--- config.mk ---
export PLATFORM = sky130hd
export DESIGN_NAME = bans_ram
export DESIGN_NICKNAME = d
export VERILOG_FILES = /design/src/bans_ram.sv
export SDC_FILE = /design/constraint.sdc
export NUM_CORES = 1
export LEC_CHECK = 0
export BUFFER_PORTS_ARGS = -buffer_cell sky130_fd_sc_hd__buf_2
export CAP_MARGIN = 20
export CORE_MARGIN = 4
export CORE_UTILIZATION = 60
export DETAILED_ROUTE_END_ITERATION = 16
export PLACE_DENSITY = 0.89
export SLEW_MARGIN = 20
export SYNTH_ARGS = -nofsm -noshare
export SYNTH_HDL_FRONTEND = slang
export SYNTH_SLANG_ARGS = --single-unit
--- constraint.sdc ---
create_clock -name i_clk -period 2.3 [get_ports i_clk]
set_clock_uncertainty 0.15 [all_clocks]
set_input_delay 0.115 -clock i_clk [delete_from_list [all_inputs] [get_ports i_clk]]
set_output_delay 0.115 -clock i_clk [all_outputs]
set_load 0.005 [all_outputs]
--- src/bans_ram.sv ---
// Generic single-write, dual-read synchronous RAM with registered read data.
// No dependencies.
`default_nettype none

module bans_ram #(
    parameter int WIDTH = 8,
    parameter int DEPTH = 16
) (
    input  wire                     i_clk,
    input  wire                     i_we,
    input  wire [$clog2(DEPTH)-1:0] i_waddr,
    input  wire [WIDTH-1:0]         i_wdata,
    input  wire [$clog2(DEPTH)-1:0] i_raddr_a,
    output logic [WIDTH-1:0]        o_rdata_a,
    input  wire [$clog2(DEPTH)-1:0] i_raddr_b,
    output logic [WIDTH-1:0]        o_rdata_b
);

    logic [WIDTH-1:0] r_mem [DEPTH];
    logic [WIDTH-1:0] r_rd_a;
    logic [WIDTH-1:0] r_rd_b;

    always_ff @(posedge i_clk) begin
        if (i_we) begin
            r_mem[i_waddr] <= i_wdata;
        end
        r_rd_a <= r_mem[i_raddr_a];
        r_rd_b <= r_mem[i_raddr_b];
    end

    assign o_rdata_a = r_rd_a;
    assign o_rdata_b = r_rd_b;

endmodule

`default_nettype wire

* Word-level counts from Yosys, hierarchy flattened
Memories as Yosys holds them, arrays and structs flattened. A register that Yosys moved wholly into a read port is not among the register bits.
Cells that the tools add are included.
Widths: inputs -> output; s select.
** Storage, ports and cells
- Flip-flop bits (word level) :: 0
- Memories :: 1
- Input port bits :: 22
- Output and inout bits :: 16
- Memory bits (writable) :: 128
** Cells by class
- Muxes and demuxes :: 2
** Memory list
- r_mem :: words 16, width 8, read ports 2, clocked after Yosys merged registers in 2, wr ports 1, line 19 : logic [WIDTH-1:0] r_mem [DEPTH];
** Operator list (number)
- $mux 1 :: 2

* Longest topological paths before layout
Gate-level depths: netlist of the first run.
- Depth in word-level cells :: 2
- Depth in mapped cells :: 5
- Gate-level depth less buffers :: 3

* Least setup slack after synthesis of the first run
Ideal clock, no wire load.
- Kind :: in2reg
- Start :: input port i_waddr[2]
- End :: memory r_mem[0][0] (enable)
- Data arrival time :: 1.225 ns
- Setup slack :: 0.542 ns
- Required time :: 1.767 ns
- Cell stages on the path :: 2
- Path through :: or3b_2 nor3_1
** RTL lines
- from (decl) :: line 11 : input wire [$clog2(DEPTH)-1:0] i_waddr,
- to (decl) :: line 19
Straight into the memory's write port.

* Worst setup path in the final report of the first run
- Start :: input port i_waddr[1]
- End :: memory r_mem[0][3] (enable)
Straight into the memory's write port.

==> flow_summary.toml, run 1 <==
[critical_path]
startpoint = "i_waddr[1]"
cp-end-kind = "flop"
path_max_fanout = 8
rrSetupSlack_ps = 680
cp.arrival_ps = 1780
required_ps = 2370
cp-start-kind = "input pin"
reg2regPathDepth = 3
r2r-start = "r_mem[9][4]"
rr_endpoint = "o_rdata_b[4]"
cp-endpoint = "r_mem[0][3]"
critPathKind = "input pin to flop"

[power]
pwr_density_cell_nw_per_um2 = 816
internal-power_mw = 4.80
comb_power_share = 0.074
sw_frac_of_total = 0.209
total_power_mw = 6.07
leakagePower_nw = 2.62
ir_drop_mv = 0.468
pwr-share-clk = 0.438
pwr-share-seq = 0.488
netSwitchingPower_mw = 1.27

[detailed_routing]
drt-initial-drc-count = 427
vias_per_cell = 6.79
routed_wl_mm = 14.3
wl_per_cell_microns = 27.2
drt_pass1_iterations = 5
remaining_drc_errors = 0
vias = 3574
ant_nets = 0

[finish]
fin_cells = 526
nNetsFinal = 399
final_area_sq_um = 7440
syn2layout_area_growth_pct = 17.3
drive_gt1_frac = 0.326
n_antenna_cell = 0
post-route-util = 0.721

[logic_synthesis]
synth_seq_cells = 144
synth_area_per_cell_sq_um = 20.7
synth_cell_types = 20
yosysSeqAreaShare = 0.656
synthCells = 307
syn_area_sq_um = 6350
synth_warnings = 0
syn_nets = 329

[worst_hold_path]
hold_path.class = "input pin to flop"

[flow_run]
drv_cap = 0

[clock_tree]
cts.repair.resized = 0
tritoncts = "done"
clkTransAtPathRegs_ps = 60
htree_levels = 4
cts_buffers = 17
clock_sinks = 144
insertion_delay_ps = 530
root_buffer = "clkbuf_8"
clk_path_buf_depth = 2

[sta]
rsz0062_at_grt = "no"
min_period_over_period = 0.742
relSlewSlack = 0.459
max_freq_ghz = 0.586
final.min_clock_period_ps = 1710
finalSetupTns_ps = 0
hold_violations = 0
slew_violations = 0
tightest_slew_ps = 810
setup_viol = 0

[die]
core_area_sq_um = 10300
die_area_sq_um = 12300
die_y_microns = 111
row_count = 37
fp.dieW_microns = 111
num_io_pins = 38
start_util = 0.615

[outcome]
status = "complete, no violations"

[global_routing]
grt_pass1_wl_mm = 22.1
antenna_found_initial = 0
grt_use_total = 0.247
grt_pass1_vias = 3771
gr-total-overflow = 0
grt_max_degree = 33

[placement]
dpl_cell_area_sq_um = 6750
port_buffers = 37
place_inst = 483
dp_hpwl_mm = 9.41
gp_congestion = 0.793
## routing by layer
metal	part of all wire	GRT usage	routed length [microns]
met5	0	0	0
met4	0.026	0.0862	377
met3	0.095	0.0786	1360
met2	0.51	0.401	7320
met1	0.37	0.319	5260
## layout by cell type (no fill, tap or decap)
cell type,n
clkinv_2,5
clkbuf_8,3
nor2_1,14
clkinv_4,1
dfxtp_1,16
nand2b_1,2
clkbuf_16,17
buf_12,4
nor2b_1,2
edfxtp_1,128
or3b_2,1
clkbuf_1,2
clkinvlp_4,2
and2_1,2
nand3b_1,2
a22oi_1,32
mux4_2,34
nor3_1,4
nand2_1,17
mux4_4,2
buf_4,19
nand3_1,1
dlygate4sd3_1,11
buf_2,37
mux4_1,28
and2b_1,2
bufinv_16,2
## critical path: stages
cell	delay, ps
dlygate4sd3_1	530
buf_2	160
nor3_1	190
dlygate4sd3_1	580
buf_4	200
## timing repair
action                                 CTS  global route
setup buffers                            0             0
endpoints found under the hold margin  137             0
hold buffers                            11             0
## final cells by class
type	count	area, sq um
Sequential cell	144	4160
Fill cell	581	2880
Multi-Input combinational cell	143	2010
Timing Repair Buffer	71	518
Clock buffer	22	474
Tap cell	136	170
Clock inverter	10	109
## worst min path at each step
stage          depth (start not counted)  slack, ps    startpoint      endpoint
6_report                               4         30  i_raddr_b[2]  o_rdata_b[1]
5_1_grt                                4         20  i_raddr_b[3]  o_rdata_b[3]
4_1_cts                                4          4  i_raddr_b[2]  o_rdata_b[1]
3_5_place_dp                           1        340  o_rdata_b[2]  o_rdata_b[2]
3_3_place_gp                           1        340  o_rdata_b[0]  o_rdata_b[0]
2_1_floorplan                          0         60    i_wdata[0]   r_mem[0][0]
## cell families after synthesis
logic type,Yosys count,synth area share
mux,64,0.244
compound gates,32,0.0379
flops,144,0.656
simple gates,47,0.0343
buf+inv,20,0.0272
## synthesized netlist by cell type, drive strengths merged
library cell / number / area share
nand2b: 2 / 0.0020
mux4: 64 / 0.24
nor3: 4 / 0.0032
nand3b: 2 / 0.0024
and2b: 2 / 0.0024
nand2: 17 / 0.010
nor2: 14 / 0.0083
a22oi: 32 / 0.038
clkdlybuf4s25: 6 / 0.0095
nor2b: 2 / 0.0020
edfxtp: 128 / 0.61
nand3: 1 / 0.00079
dfxtp: 16 / 0.050
or3b: 1 / 0.0014
buf: 14 / 0.018
and2: 2 / 0.0020
## power by group through the flow
stage               sequential (mW)  clock (mW)  combinational, mW
CTS                            2.96        2.67              0.449
finish                         2.96        2.66              0.447
floorplan                      3.01           0              0.264
global placement               3.01           0              0.417
global route                   2.97        2.83              0.482
detailed placement             3.02           0              0.433
## registers in the layout, indices dropped and copies added, names as in the netlist
name	flops
o_rdata_a	8
o_rdata_b	8
r_mem	128
## stage by stage
stage	hold slack (ps)	worst slack [ps]
final	28.3	592
after global routing	19.0	530
after CTS	3.65	656
after detailed placement	343	454
after global placement	343	497
after floorplan	63.9	542
Note: power is estimated with default switching activity, not from simulation.
==> run 2: changes to the inputs <==
Settings changed: CORE_UTILIZATION 60 to 55, PLACE_DENSITY 0.89 to 0.86.
Clock period 2.3 ns to 1.44 ns, I/O delays scaled along.
==> run 2 against run 1 <==
  * The flow now finishes with violations (negative setup slack)
  * Non-clock buffer count rose by 17
  * Flip-flop and latch count stayed put
  * Utilization shrank 3.7 points
  * Clock power rose by 57%
  * Power up 60%
  * Die area up 8.4%
  * Register-to-register slack got worse by 800 ps
  * Sequential power up 59%
  * Critical path type is now flop to flop
  * Largest power group unchanged
==> flow_summary.toml, run 2 (synthesis gave the netlist of run 1 again) <==
[power]
ir_drop_mv = 0.961
sw_frac_of_total = 0.215
netSwitchingPower_mw = 2.08
pwr-share-seq = 0.487
total_power_mw = 9.69
leakagePower_nw = 2.64
internal-power_mw = 7.60
pwr-share-clk = 0.432
comb_power_share = 0.081
pwr_density_cell_nw_per_um2 = 1280

[critical_path]
r2r-start = "r_mem[0][7]"
cp-endpoint = "o_rdata_b[7]"
cp-end-kind = "flop"
rrSetupSlack_ps = -120
startpoint = "r_mem[0][7]"
required_ps = 1590
cp_top_family = "multiplexers"
path_max_fanout = 2
rr_endpoint = "o_rdata_b[7]"
critical-path-max-stage-delay_ps = 630
crit_chain = "mux4_4, a22oi_2, nand2_1"
cp.arrival_ps = 1710
cp-start-kind = "flop"
critPathKind = "flop to flop"
critPathBufInv = 0
cp_num_cells = 3
cpMaxStageDelayCell = "mux4_4"
reg2regPathDepth = 3

[sta]
min_period_over_period = 1.08
final.min_clock_period_ps = 1560
hold_violations = 0
slew_violations = 0
relSlewSlack = 0.207
max_freq_ghz = 0.642
whs_ps = 30.2
setup_viol = 9
rsz0062_at_grt = "yes"
worst_slack_ps = -117
tightest_slew_ps = 1180

[detailed_routing]
drt_pass1_iterations = 5
vias = 3707
wl_per_cell_microns = 26.9
vias_per_cell = 6.79
remaining_drc_errors = 0
ant_nets = 0
routed_wl_mm = 14.7
drt-initial-drc-count = 447

[finish]
post-route-util = 0.684
layout_commonest_cell = "edfxtp_1"
syn2layout_area_growth_pct = 19.4
n_antenna_cell = 0
fin_cells = 546
nNetsFinal = 416
fillers = 693
largest_register_ffs = 128
layout_common_cells = "128 x edfxtp_1, 50 x mux4_2, 38 x buf_4, 37 x buf_2, 19 x a22oi_1"
top_register = "r_mem"
final_area_sq_um = 7580
drive_gt1_frac = 0.436

[die]
fp.dieW_microns = 115
row_count = 38
die_area_sq_um = 13300
start_util = 0.573
core_area_sq_um = 11100
num_io_pins = 38
die_y_microns = 115

[placement]
place_inst = 507
port_buffers = 37
dp_hpwl_mm = 9.53
gp_congestion = 0.822
dpl_cell_area_sq_um = 6920

[clock_tree]
root_buffer = "clkbuf_16"
clkTransAtPathRegs_ps = 60
htree_levels = 4
clock_sinks = 144
tritoncts = "done"
insertion_delay_ps = 420
clk_path_buf_depth = 2
cts_buffers = 17
post_cts_buffers = 0

[global_routing]
grt_use_total = 0.242
grt_pass1_vias = 3804
grt_max_degree = 27
antenna_found_initial = 0
grt_pass1_wl_mm = 22.4
gr-total-overflow = 0

[outcome]
violations = "negative setup slack"
status = "finished, violations left"

[flow_run]
drv_cap = 0

[worst_hold_path]
hold_path.class = "input pin to flop"
## run 2: changes by cell type in the layout (fill, tap and decap cells not counted), moves of 2 or more
cell	before	now
a22oi_1	32	19
a22oi_2	0	13
buf_4	19	38
clkbuf_8	3	0
clkinv_2	5	3
clkinvlp_4	2	4
dlygate4sd3_1	11	8
inv_6	0	2
mux4_1	28	12
mux4_2	34	50
## run 2: per-layer routing
metal,up-vias,global-route usage,part of all wire
li1,1502,-,-
met1,1924,0.332,0.38
met2,254,0.367,0.49
met3,27,0.0799,0.11
met4,0,0.0970,0.021
met5,-,0,0
## run 2: tightest hold or removal path: stages
cell and delay, ps:
buf_2 150, mux4_2 220, a22oi_2 60, nand2_1 70
## run 2: metrics by stage
stage | TNS [ps] | setup WS, ps
global route | -1120 | -150
global placement | -3540 | -218
floorplan | -1410 | -48.1
detailed placement | -5010 | -248
finish | -494 | -117
CTS | -477 | -111
## run 2: layout make-up
| class | count | area [sq um] | area share |
|---|---|---|---|
| Clock buffer | 18 | 429 | 0.0566 |
| Tap cell | 140 | 175 | 0.0231 |
| Timing Repair Buffer | 88 | 651 | 0.0859 |
| Multi-Input combinational cell | 143 | 2020 | 0.266 |
| Clock inverter | 13 | 140 | 0.0185 |
| Sequential cell | 144 | 4160 | 0.549 |
## run 2: worst min path at each step
stage	startpoint	to	cells after the start
after floorplan	i_wdata[0]	r_mem[0][0]	0
after global placement	o_rdata_b[3]	o_rdata_b[3]	1
after detailed placement	o_rdata_b[2]	o_rdata_b[2]	1
after CTS	i_raddr_a[1]	o_rdata_a[0]	4
after global routing	i_raddr_a[1]	o_rdata_a[0]	4
final	i_raddr_a[1]	o_rdata_a[0]	4
## run 2: power groups by stage
stage / combinational (mW) / sequential (mW) / clock [mW]
after floorplan: 0.423 / 4.80 / 0
after global placement: 0.707 / 4.80 / 0
after detailed placement: 0.727 / 4.80 / 0
after CTS: 0.767 / 4.72 / 4.24
after global routing: 0.842 / 4.73 / 4.44
final: 0.783 / 4.72 / 4.18
## run 2: timing repair
item | 4_1_cts | 5_1_grt
pin swaps | 2 | 10
endpoints found under the hold margin | 128 | 0
gates resized for setup | 15 | 14
hold buffers | 8 | 0
endpoints found under the setup margin | 12 | 16
==> run 3: changes to the inputs <==
Settings changed: PLACE_DENSITY 0.86 to 0.76.
==> run 3 against run 2 <==
  * The flow still finishes with violations (negative setup slack)
  * Routed wire length decreased by 3.9%
  * Utilization up 0.37 points
  * Sequential share of layout area fell by 0.30 points
  * Critical endpoint unchanged
==> flow_summary.toml, run 3 (synthesis gave the netlist of run 1 again) <==
[sta]
hold_violations = 0
slew_violations = 0
setup_viol = 13
max_freq_ghz = 0.637
min_period_over_period = 1.09
finalSetupTns_ps = -640
whs_ps = 72.1
relSlewSlack = 0.274
tightest_slew_ps = 1080
final.min_clock_period_ps = 1570
worst_slack_ps = -131
rsz0062_at_grt = "yes"

[critical_path]
critPathKind = "flop to flop"
required_ps = 1580
cp-start-kind = "flop"
path_max_fanout = 2
cp.arrival_ps = 1710
cp-end-kind = "flop"

[detailed_routing]
vias = 3473
ant_nets = 0
remaining_drc_errors = 0
drt-initial-drc-count = 367
routed_wl_mm = 14.1
drt_pass1_iterations = 5
wl_per_cell_microns = 26.3
vias_per_cell = 6.48

[power]
leakagePower_nw = 2.65
netSwitchingPower_mw = 2.16
internal-power_mw = 8.16
ir_drop_mv = 0.777
comb_power_share = 0.075
pwr_density_cell_nw_per_um2 = 1350
sw_frac_of_total = 0.209
total_power_mw = 10.3
pwr-share-seq = 0.458
pwr-share-clk = 0.467

[global_routing]
top_usage_layer = "met2"
met3_usage = 0.0543
gr-total-overflow = 0
grt_use_total = 0.230
grt_pass1_vias = 3611
grt_pass1_wl_mm = 21.5
global_route.usage.met2 = 0.369
antenna_found_initial = 0
grt_max_degree = 33
use_met1 = 0.312

[clock_tree]
root_buffer = "clkbuf_16"
clkTransAtPathRegs_ps = 60
tritoncts = "done"
htree_levels = 4
clock_sinks = 144
insertion_delay_ps = 410
cts_buffers = 17
clk_path_buf_depth = 2

[finish]
n_antenna_cell = 0
largest_register_ffs = 128
top_register = "r_mem"
layout_common_cells = "128 x edfxtp_1, 47 x mux4_2, 37 x buf_2, 25 x buf_4, 19 x a22oi_1"
syn2layout_area_growth_pct = 20.1
nNetsFinal = 405
layout.area.seq_sq_um = 4160
drive_gt1_frac = 0.417
fillers = 703
post-route-util = 0.688
layout_commonest_cell = "edfxtp_1"
multi_input_area_sq_um = 2030

[die]
core_area_sq_um = 11100
num_io_pins = 38
row_count = 38
fp.dieW_microns = 115
start_util = 0.573
die_area_sq_um = 13300
die_y_microns = 115

[outcome]
status = "finished, violations left"
violations = "negative setup slack"

[placement]
dp_hpwl_mm = 9.11
port_buffers = 37
gp_congestion = 0.804

[worst_hold_path]
hold_path.class = "input pin to flop"

[flow_run]
drv_cap = 0
run 3: cell type report:
class,instances,area share
tap,140,0.0230
clock buffer,17,0.0558
sequential,144,0.546
clock inverter,15,0.0304
timing repair buffer,77,0.0778
multi-input combinational,143,0.267
run 3: path summary, 6_finish.rpt:
check                                   from            to  slack, ps  depth (start not counted)
worst max-delay path             r_mem[0][7]  o_rdata_b[7]       -130                          3
worst min-delay path            i_raddr_a[1]  o_rdata_a[0]         70                          4
worst max register to register   r_mem[0][7]  o_rdata_b[7]       -130                          3
worst min register to register   r_mem[3][2]  o_rdata_a[2]        550                          3
run 3: routing by layer:
layer / vias up / routed length (microns)
met1: 1809 / 5630
met2: 161 / 7230
li1: 1483 / -
met4: 0 / 319
met5: - / 0
met3: 20 / 917
run 3: timing repair:
item	CTS	global route
hold endpoints to repair	128	0
endpoints found under the setup margin	16	16
setup buffers	0	0
hold buffers	8	0
resized for setup	19	7
pin swaps	11	7
run 3: power by group through the flow:
stage                     logic (mW)  registers (mW)  clock network [mW]
after floorplan                0.423            4.80                   0
after global placement         0.707            4.81                   0
after detailed placement       0.722            4.82                   0
after CTS                      0.772            4.73                4.90
after global routing           0.830            4.74                5.11
final                          0.769            4.73                4.82
run 3: critical path, cell delays in order, from the launching register on:
cell and delay, ps:
edfxtp_1 400, mux4_4 620, a22oi_2 210, nand2_1 80
run 3: per-stage QoR:
step,instances,instance area (sq um),setup WS [ps]
6_report,536,7620,-131
5_1_grt,536,7620,-179
4_1_cts,536,7630,-151
3_5_place_dp,496,6870,-278
3_3_place_gp,496,6870,-263
2_1_floorplan,307,6350,-48.1
