**src/bans_pkg.sv**
```systemverilog
// Shared constants, codes and types for the box-assisted neighbour search.
// Used by the top level and the serial divider; no dependencies.
`default_nettype none

package bans_pkg;

    localparam int MAX_VECTORS   = 1024;
    localparam int MAX_DIM       = 16;
    localparam int MAX_GRID_SIDE = 64;
    localparam int MAX_RESULTS   = 64;
    localparam int COORD_WIDTH   = 32;
    localparam int DIV_WIDTH     = COORD_WIDTH;

    localparam int NBINS     = MAX_GRID_SIDE * MAX_GRID_SIDE + 1;
    localparam int VIDX_W    = $clog2(MAX_VECTORS);
    localparam int CNT_W     = VIDX_W + 1;
    localparam int DIM_IDX_W = $clog2(MAX_DIM);
    localparam int DIM_W     = DIM_IDX_W + 1;
    localparam int RC_W      = $clog2(MAX_GRID_SIDE);
    localparam int SIDE_W    = RC_W + 1;
    localparam int WR_W      = SIDE_W + 1;
    localparam int BIN_W     = $clog2(NBINS);
    localparam int SADDR_W   = VIDX_W + DIM_IDX_W;
    localparam int RADIUS_W  = 31;
    localparam int WIN_W     = 11;

    localparam logic [RADIUS_W-1:0] RADIUS_RST = 31'd65536;
    localparam logic [CNT_W-1:0]    VCOUNT_RST = CNT_W'(MAX_VECTORS);
    localparam logic [4:0]          EDIM_RST   = 5'd2;
    localparam logic [6:0]          GSIDE_RST  = 7'd64;

    localparam logic [3:0] NO_SCAN   = 4'd9;
    localparam logic [3:0] LAST_STEP = 4'd8;

    typedef enum logic [1:0] {
        CMD_LOAD  = 2'd0,
        CMD_BUILD = 2'd1,
        CMD_QUERY = 2'd2,
        CMD_CONT  = 2'd3
    } t_cmd;

    typedef enum logic [1:0] {
        REG_RADIUS = 2'd0,
        REG_VCOUNT = 2'd1,
        REG_EDIM   = 2'd2,
        REG_GSIDE  = 2'd3
    } t_reg;

    typedef enum logic [24:0] {
        S_IDLE    = 25'd1 << 0,
        S_CLEAR   = 25'd1 << 1,
        S_VLOOP   = 25'd1 << 2,
        S_BRD     = 25'd1 << 3,
        S_BLAT    = 25'd1 << 4,
        S_DIVA_GO = 25'd1 << 5,
        S_DIVA_W  = 25'd1 << 6,
        S_DIVB_GO = 25'd1 << 7,
        S_DIVB_W  = 25'd1 << 8,
        S_BINX    = 25'd1 << 9,
        S_BB_RD   = 25'd1 << 10,
        S_BB_WR   = 25'd1 << 11,
        S_PSUM_RD = 25'd1 << 12,
        S_PSUM_WR = 25'd1 << 13,
        S_STEP    = 25'd1 << 14,
        S_WRAP    = 25'd1 << 15,
        S_QB_RD   = 25'd1 << 16,
        S_QB_LAT  = 25'd1 << 17,
        S_SCAN    = 25'd1 << 18,
        S_CAND    = 25'd1 << 19,
        S_CHK     = 25'd1 << 20,
        S_CRD     = 25'd1 << 21,
        S_CCK     = 25'd1 << 22,
        S_HIT     = 25'd1 << 23,
        S_FINISH  = 25'd1 << 24
    } t_state;

    typedef enum logic [2:0] {
        PH_COUNT = 3'b001,
        PH_FILL  = 3'b010,
        PH_QUERY = 3'b100
    } t_phase;

endpackage

`default_nettype wire

```
**src/bans_div.sv**
```systemverilog
// Restoring unsigned divider, one quotient bit per cycle.
// Depends on bans_pkg for the default operand width.
`default_nettype none

module bans_div #(
    parameter int WIDTH = bans_pkg::DIV_WIDTH
) (
    input  wire              i_clk,
    input  wire              i_rst_n,
    input  wire              i_start,
    input  wire [WIDTH-1:0]  i_num,
    input  wire [WIDTH-1:0]  i_den,
    output logic             o_done,
    output logic [WIDTH-1:0] o_quo,
    output logic [WIDTH-1:0] o_rem
);

    localparam int CW = $clog2(WIDTH + 1);

    logic             r_busy;
    logic             r_done;
    logic [CW-1:0]    r_cnt;
    logic [WIDTH-1:0] r_rem;
    logic [WIDTH-1:0] r_quo;
    logic [WIDTH-1:0] r_den;
    logic [WIDTH:0]   trial;
    logic [WIDTH:0]   trial_sub;
    logic             ge;
    logic [WIDTH-1:0] n_rem;

    always_comb begin
        trial     = {r_rem, r_quo[WIDTH-1]};
        trial_sub = trial - {1'b0, r_den};
        ge        = (trial >= {1'b0, r_den});
        n_rem     = ge ? trial_sub[WIDTH-1:0] : trial[WIDTH-1:0];
    end

    always_ff @(posedge i_clk) begin
        if (!i_rst_n) begin
            r_busy <= 1'b0;
            r_done <= 1'b0;
            r_cnt  <= '0;
        end else begin
            r_done <= 1'b0;
            if (i_start) begin
                r_busy <= 1'b1;
                r_cnt  <= CW'(WIDTH);
            end else if (r_busy) begin
                r_cnt <= r_cnt - 1'b1;
                if (r_cnt == CW'(1)) begin
                    r_busy <= 1'b0;
                    r_done <= 1'b1;
                end
            end
        end
    end

    always_ff @(posedge i_clk) begin
        if (i_start) begin
            r_quo <= i_num;
            r_rem <= '0;
            r_den <= i_den;
        end else if (r_busy) begin
            r_rem <= n_rem;
            r_quo <= {r_quo[WIDTH-2:0], ge};
        end
    end

    assign o_done = r_done;
    assign o_quo  = r_quo;
    assign o_rem  = r_rem;

endmodule

`default_nettype wire

```
**config.mk**
```make
export PLATFORM = sky130hd
export DESIGN_NAME = bans_div
export DESIGN_NICKNAME = d
export VERILOG_FILES = /design/src/bans_pkg.sv /design/src/bans_div.sv
export SDC_FILE = /design/constraint.sdc
export NUM_CORES = 1
export LEC_CHECK = 0
export BUFFER_PORTS_ARGS = -buffer_cell sky130_fd_sc_hd__clkbuf_2
export CAP_MARGIN = 20
export CORE_MARGIN = 1
export CORE_UTILIZATION = 45
export CTS_CLUSTER_DIAMETER = 40
export DETAILED_ROUTE_END_ITERATION = 7
export GPL_TIMING_DRIVEN = 0
export PLACE_DENSITY = 0.68
export SLEW_MARGIN = 20
export SYNTH_ARGS = -nofsm -noshare
export SYNTH_HDL_FRONTEND = slang
export SYNTH_SLANG_ARGS = --single-unit
```
**constraint.sdc**
```tcl
create_clock -name i_clk -period 6.4 [get_ports i_clk]
set_input_delay 0.32 -clock i_clk [delete_from_list [all_inputs] [get_ports i_clk]]
set_output_delay 0.32 -clock i_clk [all_outputs]
set_load 0.01 [all_outputs]
```
Word-level counts from Yosys, hierarchy flattened
Cells that the tools add are included.
{ "classes": {"n_addsub": 2, "multipliers": 0, "div_mod_pow": 0, "magnitude_cmp": 1, "eq_ne": 1, "shift": 0, "mux": 9, "n_bitwise": 2, "n_reduce_logical": 3} }
{ "op_table": {"columns": ["cell", "count"], "rows": [
  ["2-to-1 mux 32 bit", 3],
  ["greater-or-equal comparator 33 x 32 -> 1 bit", 1],
  ["subtractor 32 bit", 1],
  ["2-to-1 mux 6 bit", 2],
  ["== test 6 x 1 -> 1 bit, second input constant", 1],
  ["subtractor 6 x 1 -> 6 bit, second input constant", 1],
  ["2-to-1 mux 1 bit", 4],
  ["OR reduction 3 bit", 1],
  ["NOT 1 bit", 2],
  ["nonzero test 2 bit", 1],
  ["OR reduction 2 bit", 1]
]} }
{ "totals": {"ff_bits": 104, "latchBits": 0, "ramBits": 0, "rom_bits": 0, "input_bits": 67, "output_inout_bits": 65, "elab_cells": 25, "mem_count": 0} }

Longest topological paths before layout
Gate-level depths: netlist of run 1.
{ "depth": {"word_depth": 4, "mapped_depth": 13} }

Worst setup path after synthesis of run 1
Ideal clock, no wire load.
{ "synth_timing": {"kind": "register to register", "start": "register r_quo[31] (netlist: o_quo[31])", "end": "register r_rem[30] (netlist: o_rem[30])", "arrival_time_ns": 2.860, "required_time_ns": 6.272, "setup_slack_ns": 3.412, "path_stages_with_launch": 13, "period_less_slack_ns": 2.988, "path_cell_list": "edfxtp_1 inv_1 ha_1 fa_1 nor2b_1 o21ai_0 o21ai_1 a311oi_1 o32ai_1 nor2_1 o41ai_1 xor2_1 o2bb2ai_1"} }
{ "synth_between": {"elab_chain_len": 2, "elab_cells_between_ends": 3, "classes_between": "add/sub: 1; order compare: 1; mux: 1"} }
{ "synth_lines": {"columns": ["item", "line_no", "text"], "rows": [
  ["start, declared", "bans_div.sv:24", "logic [WIDTH-1:0] r_quo;"],
  ["start signal, assigned", "bans_div.sv:60", "r_quo <= i_num;"],
  ["start signal, assigned", "bans_div.sv:65", "r_quo <= {r_quo[WIDTH-2:0], ge};"],
  ["subtractor 32 bit / greater-or-equal comparator 33 x 32 -> 1 bit (equally long branches)", "bans_div.sv:33, bans_div.sv:34", null],
  ["2-to-1 mux 32 bit *", "bans_div.sv:35", "n_rem = ge ? trial_sub[WIDTH-1:0] : trial[WIDTH-1:0];"],
  ["end signal, assigned", "bans_div.sv:64", "r_rem <= n_rem;"],
  ["end, declared", "bans_div.sv:23", "logic [WIDTH-1:0] r_rem;"]
]} }
Every way passes the cells marked *; elsewhere a longest branch is shown, timed or not.
A chain may end at the register's enable or synchronous reset.

Worst setup path in the final report of run 1
Same ends and word-level chain as after synthesis.

==> reports/metrics.cfg, run 1 <==
[power]
p_sw_share_pct = 30.2
vdd_drop_max_v = 0.000185
pwr-share-clk_pct = 30.5
leakagePower_nw = 3.16
seqPwrFrac_pct = 44.8
power.switching_mw = 0.551
p_int_mw = 1.28
p_per_area_nw_per_um2 = 260
comb_power_share_pct = 24.8

[detailed_routing]
drt-total-wl_um = 14300
first_iter_violations = 274
ant_nets = 0
drc_errors = 0
via_count = 4849
vias_per_cell = 5.45
drt_first_pass_iters = 5
routedWlPerCell_um = 16.1

[clock_tree]
cts_resized = 0
cts_tree = built
path_clk_slew_ns = 0.08
clockRootBuffer = clkbuf_16
clkSinkCount = 104
clk-insertion-delay-late_ns = 0.36
cts_setup_buffers = 0
clk_path_buf_depth = 2
ctsHoldBuffers = 0
cts_made_buffers = 9
htreeDepth = 3

[grt]
grt_pass1_vias = 4793
grt_util_all_layers_pct = 22.9
grt_max_degree = 34
antenna_found_initial = 0
grt_remaining_overflow = 0
grt_pass1_wl_um = 23300

[finish]
num_antenna_cells = 0
synthToLayoutAreaGrowth_pct = 20.6
drive_gt1_share_pct = 26.9
stdcell_count = 890
fill_cells = 1167
fin_nets = 815

[setup_path]
path_cells = inv_1 -> ha_1 -> fa_1 -> nor2b_1 -> o21ai_0 -> o21ai_1 -> a311oi_1 -> o32ai_1 -> nor2_1 -> o41ai_1 -> xor2_1 -> o2bb2ai_1
ff2ff_setup_slack_ns = 2.81
r2r-start = o_quo[31]
path_class = flip-flop to flip-flop
crit_path_start_kind = flip-flop
critPathMaxFanout = 6
crit_required_ns = 6.64
worst_ep_arrival_time_ns = 3.82
reg2reg_depth = 12
timing.rr.end = o_rem[30]
max_stage_delay_ns = 0.65
end_kind = flip-flop
cpMaxStageDelayCell = o32ai_1

[timing]
worst_slack_ns = 2.81
worst_pin_slew_ns = 0.871
clock_skew_ns = 0.0137
grt_setup_unrepaired = false
tns_ns = 0
max_freq_mhz = 279
fin_crit_ns = 3.59
max-slew-margin-rel_pct = 41.9
setup_viol = 0
finalHoldViolCount = 0
min_period_over_period_pct = 56.0
drv_slew = 0

[die]
start_util_pct = 46.1
io_pins = 132
core_sq_um = 12600
dieArea_sq_um = 13400
fp-row-count = 41
fp.dieH_um = 116
die_x_um = 116

[synthesis]
mappedNetlistNets = 672
synth.yosys.warnings = 0
syn-instance-count = 570
ys_seq_area_share_pct = 46.8
syn_area_per_cell_sq_um = 10.2
synth-edff-count = 64
syn_area_sq_um = 5810
ys.flop_type = edfxtp_1
async_flop_share_pct = 0
synthDistinctLibCells = 61
synth-seq-cells = 104

[hold_path]
hp-start = i_den[26]
whs_endpoint = r_den[26]
hp-class = primary input to flip-flop
whs_path_depth = 1

[placed_design]
port_buffers = 131
dp_hpwl_um = 10900
post-place-cells = 874
pre_cts_ws_ns = 2.88
place.gp.congestion = 0.945

[outcome]
status = finished clean

[flow_run]
drv_cap = 0

sequential cells by signal, summed over array words and instances, names as in the netlist:
signal and count:
o_done 1, o_quo 32, o_rem 32, r_busy 1, r_cnt 6, r_den 32
metal layers:
layer / track usage [%] / routed length, um
met1: 27.5 / 6150
met2: 37.8 / 6710
met3: 8.58 / 1210
met4: 8.12 / 246
met5: 0 / 0
worst max-delay path by stage:
stage	start	end	slack [ns]	cells past startpoint
3_3_place_gp	o_quo[31]	o_rem[30]	2.93	12
6_report	o_quo[31]	o_rem[30]	2.81	12
2_1_floorplan	o_quo[31]	o_rem[30]	3.41	12
4_1_cts	o_quo[31]	o_rem[30]	2.86	12
3_5_place_dp	o_quo[31]	o_rem[30]	2.88	12
5_1_grt	o_quo[31]	o_rem[28]	2.54	12
metrics by stage:
stage	hold WS (ns)	cell area [sq um]	total power [mW]	utilization [%]
global route	0.113	7010	1.93	55.6
CTS	0.117	7010	1.84	55.6
global placement	0.474	6680	1.27	53.0
finish	0.130	7010	1.83	55.6
detailed placement	0.499	6710	1.28	53.2
floorplan	0.419	5810	1.13	-
cell usage in the layout (no fill, tap or decap), drive strengths merged, types with 3 or more instances in the layout:
cell,n
clkbuf,162
nor2,64
edfxtp,64
inv,48
dfxtp,40
a21oi,39
ha,34
nand2,32
mux2,31
a211oi,30
xnor2,17
o21ai,17
xor2,12
nor3,10
mux2i,9
nand3,8
a21o,7
buf,6
nor2b,5
o31a,5
and3,5
and4,5
nor4,5
o21a,4
or2,4
nand2b,4
o21bai,4
a311oi,4
a221o,3
a31oi,3
a211o,3
a221oi,3
o22ai,3
critical path, delay by kind of cell (launching register included):
kind	cells	cell delay, ns
compound gates	6	2.03
xor+xnor	1	0.12
fa+ha+maj	2	0.60
buf+inv	1	0.06
flops	1	0.38
simple gates	2	0.28
power by group through the flow:
stage	combinational [mW]	sequential (mW)	clock (mW)
final	0.452	0.817	0.556
after global routing	0.503	0.825	0.598
after CTS	0.452	0.818	0.572
after detailed placement	0.450	0.832	0
after global placement	0.436	0.830	0
after floorplan	0.294	0.841	0
logic make-up (layout without fill, tap and decap cells):
| logic type | after synthesis | in the layout | share of synthesized area (%) |
|---|---|---|---|
| buf+inv | 70 | 218 | 4.67 |
| fa+ha+maj | 35 | 35 | 7.66 |
| flops | 104 | 104 | 46.8 |
| xor+xnor | 29 | 29 | 4.37 |
| compound gates | 139 | 139 | 16.4 |
| mux | 40 | 40 | 7.55 |
| simple gates | 153 | 153 | 12.5 |
synthesized netlist by cell type, drive strengths merged (2+ instances only):
library cell	count	area, sq um
edfxtp	64	1920
nor2	64	240
inv	46	173
dfxtp	40	801
a21oi	39	195
ha	34	425
nand2	32	120
mux2	31	349
a211oi	30	225
clkbuf	19	71.3
o21ai	17	88.8
xnor2	17	149
xor2	12	105
nor3	10	50.1
mux2i	9	90.1
nand3	8	40.0
a21o	7	52.6
and3	5	31.3
and4	5	43.8
buf	5	27.5
nor2b	5	31.3
nor4	5	31.3
o31a	5	43.8
a311oi	4	41.3
nand2b	4	25.0
o21a	4	30.0
o21bai	4	30.0
or2	4	25.0
a211o	3	26.3
a221o	3	30.0
a221oi	3	26.3
a31oi	3	18.8
o22ai	3	18.8
nor3b	2	15.0
o211a	2	20.0
o211ai	2	15.0
or3b	2	17.5
cell type report:
class	instances	area, sq um	share of cell area, %
Inverter	46	173	2.46
Timing Repair Buffer	132	683	9.74
Sequential cell	104	2720	38.8
Tap cell	172	215	3.07
Buffer	24	98.8	1.41
Clock inverter	4	33.8	0.482
Multi-Input combinational cell	396	2820	40.2
Clock buffer	12	268	3.82
(Power assumes the default switching activity.)
==> run 2, diff against run 1 <==
clock period = 3.4 ns   (was 6.4 ns; I/O delays follow)
==> run 2 against run 1 <==
- clock skew about the same
- first-iteration DRC count up 6.9%
- worst setup slack worse by 2.6 ns
- flip-flop and latch count unchanged
- sequential share of layout area down 1.9 points
- critical path depth down 1
- critical endpoint is now o_rem[24]
- largest cell class unchanged
- largest power group unchanged
==> reports/metrics.cfg, run 2 (synthesis gave the netlist of run 1 again) <==
[placed_design]
dp_hpwl_um = 10900  ; unchanged
port_buffers = 131  ; unchanged
place.gp.congestion = 0.945  ; unchanged
placed_area_sq_um = 6710  ; unchanged

[detailed_routing]
vias_per_cell = 5.40  ; was 5.45
via_count = 4994  ; was 4,849
drt-total-wl_um = 14600  ; was 14,300 um
routedWlPerCell_um = 15.8  ; was 16.1 um
ant_nets = 0  ; unchanged
first_iter_violations = 293  ; was 274
drt_first_pass_iters = 4  ; was 5
drc_errors = 0  ; unchanged

[finish]
fin_nets = 849  ; was 815
fill_cells = 1137  ; was 1,167
num_antenna_cells = 0  ; unchanged
mostFrequentLayoutCell = clkbuf_2  ; unchanged
final_cell_area_sq_um = 7370  ; was 7010 sq um
register_area_sq_um = 2720  ; unchanged
most-common-layout-cells = clkbuf_2, nor2_1, edfxtp_1, inv_1, dfxtp_1  ; unchanged
drive_gt1_share_pct = 26.5  ; was 26.9%
multi_input_area_sq_um = 2840  ; was 2820 sq um
synthToLayoutAreaGrowth_pct = 26.8  ; was 20.6%

[die]
die_x_um = 116  ; unchanged
fp-row-count = 41  ; unchanged
core_sq_um = 12600  ; unchanged
dieArea_sq_um = 13400  ; unchanged
io_pins = 132  ; unchanged
start_util_pct = 46.1  ; unchanged
fp.dieH_um = 116  ; unchanged

[timing]
finalHoldViolCount = 0  ; unchanged
setup_viol = 0  ; unchanged
max-slew-margin-rel_pct = 42.7  ; was 41.9%
clock_skew_ns = 0.0136  ; was 0.0137 ns
drv_slew = 0  ; unchanged
min_period_over_period_pct = 94.7  ; was 56.0%
worst_pin_slew_ns = 0.859  ; was 0.871 ns
tns_ns = 0  ; unchanged
max_freq_mhz = 310  ; was 279 MHz
fin_crit_ns = 3.22  ; was 3.59 ns
grt_setup_unrepaired = false  ; unchanged

[clock_tree]
path_clk_slew_ns = 0.08  ; about the same
cts_tree = built  ; unchanged
clk-insertion-delay-late_ns = 0.36  ; about the same
clk_path_buf_depth = 2  ; unchanged
cts_made_buffers = 9  ; unchanged
clkSinkCount = 104  ; unchanged
htreeDepth = 3  ; unchanged
clockRootBuffer = clkbuf_16  ; unchanged

[power]
total_power_mw = 3.48  ; was 1.83 mW
vdd_drop_max_v = 0.000351  ; was 0.000185 V
p_per_area_nw_per_um2 = 472  ; was 260 nW/um^2
leakagePower_nw = 3.31  ; was 3.16 nW

[setup_path]
crit_required_ns = 3.68  ; was 6.64 ns
worst_ep_arrival_time_ns = 3.50  ; was 3.82 ns
crit_path_start_kind = flip-flop  ; unchanged
critPathMaxFanout = 10  ; was 6
path_class = flip-flop to flip-flop  ; unchanged
end_kind = flip-flop  ; unchanged

[hold_path]
hp-class = primary input to flip-flop  ; unchanged

[outcome]
status = finished clean  ; unchanged

[grt]
grtUsageMet2_pct = 38.9  ; was 37.8%
grt_util_all_layers_pct = 23.3  ; was 22.9%
grt_remaining_overflow = 0  ; unchanged
grt.busiest_layer = met2  ; unchanged
grt_use_met3_pct = 8.37  ; was 8.58%
use_met1_pct = 27.6  ; was 27.5%
grt_max_degree = 34  ; unchanged
grt_pass1_wl_um = 23700  ; was 23,300 um
grt_pass1_vias = 4925  ; was 4,793
antenna_found_initial = 0  ; unchanged

[flow_run]
drv_cap = 0  ; unchanged

==> run 2: cell count changes in the layout (fill, tap and decap cells not counted) <==
| cell | before | now |
|---|---|---|
| o32ai_1 | 1 | 0 |
| nor4_1 | 5 | 4 |
| buf_4 | 1 | 4 |
| o21ai_4 | 0 | 1 |
| o21ai_1 | 6 | 5 |
| nor4_2 | 0 | 1 |
| dlygate4sd3_1 | 0 | 31 |
| o32ai_2 | 0 | 1 |
==> run 2: power breakdown <==
part | internal [mW] | switching, mW
Sequential | 1.46 | 0.0744
Combinational | 0.397 | 0.497
Clock | 0.570 | 0.479
==> run 2: layer usage <==
layer	vias up	wire, um
met5	-	0
met4	0	276
met3	25	1210
met2	206	6870
met1	2316	6270
li1	2447	-
==> run 2: path summary, 6_finish.rpt <==
path,slack (ns),endpoint,from,depth (start not counted)
max reg2reg,0.18,o_rem[24],o_rem[13],11
min reg2reg,0.51,r_cnt[0],r_cnt[0],2
max,0.18,o_rem[24],o_rem[13],11
min,0.02,r_den[0],i_den[0],1
==> run 2: worst max-delay path, cell delays in order, from the launching register on <==
cell and delay (ns):
dfxtp_1 0.34, ha_1 0.40, a21oi_1 0.18, o21ai_1 0.10, a2111o_1 0.40, a221o_1 0.38, o211a_1 0.30, o21ai_4 0.31
buf_2 0.31, nand2_1 0.09, o31a_1 0.11, a211oi_1 0.23
==> run 2: cell type report <==
type / instances / share of cell area (%)
multi-input combinational: 396 / 38.6
sequential: 104 / 36.9
clock inverter: 4 / 0.458
buffer: 24 / 1.34
tap: 172 / 2.92
timing repair buffer: 166 / 13.8
inverter: 46 / 2.34
clock buffer: 12 / 3.63
==> run 2: stage by stage <==
step | cells | hold slack, ns | utilization [%] | worst slack [ns]
finish | 924 | 0.0161 | 58.4 | 0.179
global route | 924 | 0.00307 | 58.4 | 0.00989
CTS | 921 | 0.0155 | 58.1 | 0.0410
detailed placement | 874 | 0.349 | 53.2 | -0.122
global placement | 873 | 0.347 | 53.0 | -0.0741
floorplan | 570 | 0.269 | - | 0.412
==> run 2: what timing repair did <==
| item | in CTS | in global routing |
|---|---|---|
| setup endpoints to repair | 3 | 9 |
| pin swaps | 0 | 2 |
| cloned | 0 | 0 |
| setup buffers | 0 | 3 |
| endpoints found under the hold margin | 31 | 0 |
| resized for setup | 1 | 3 |
| hold buffers | 31 | 0 |
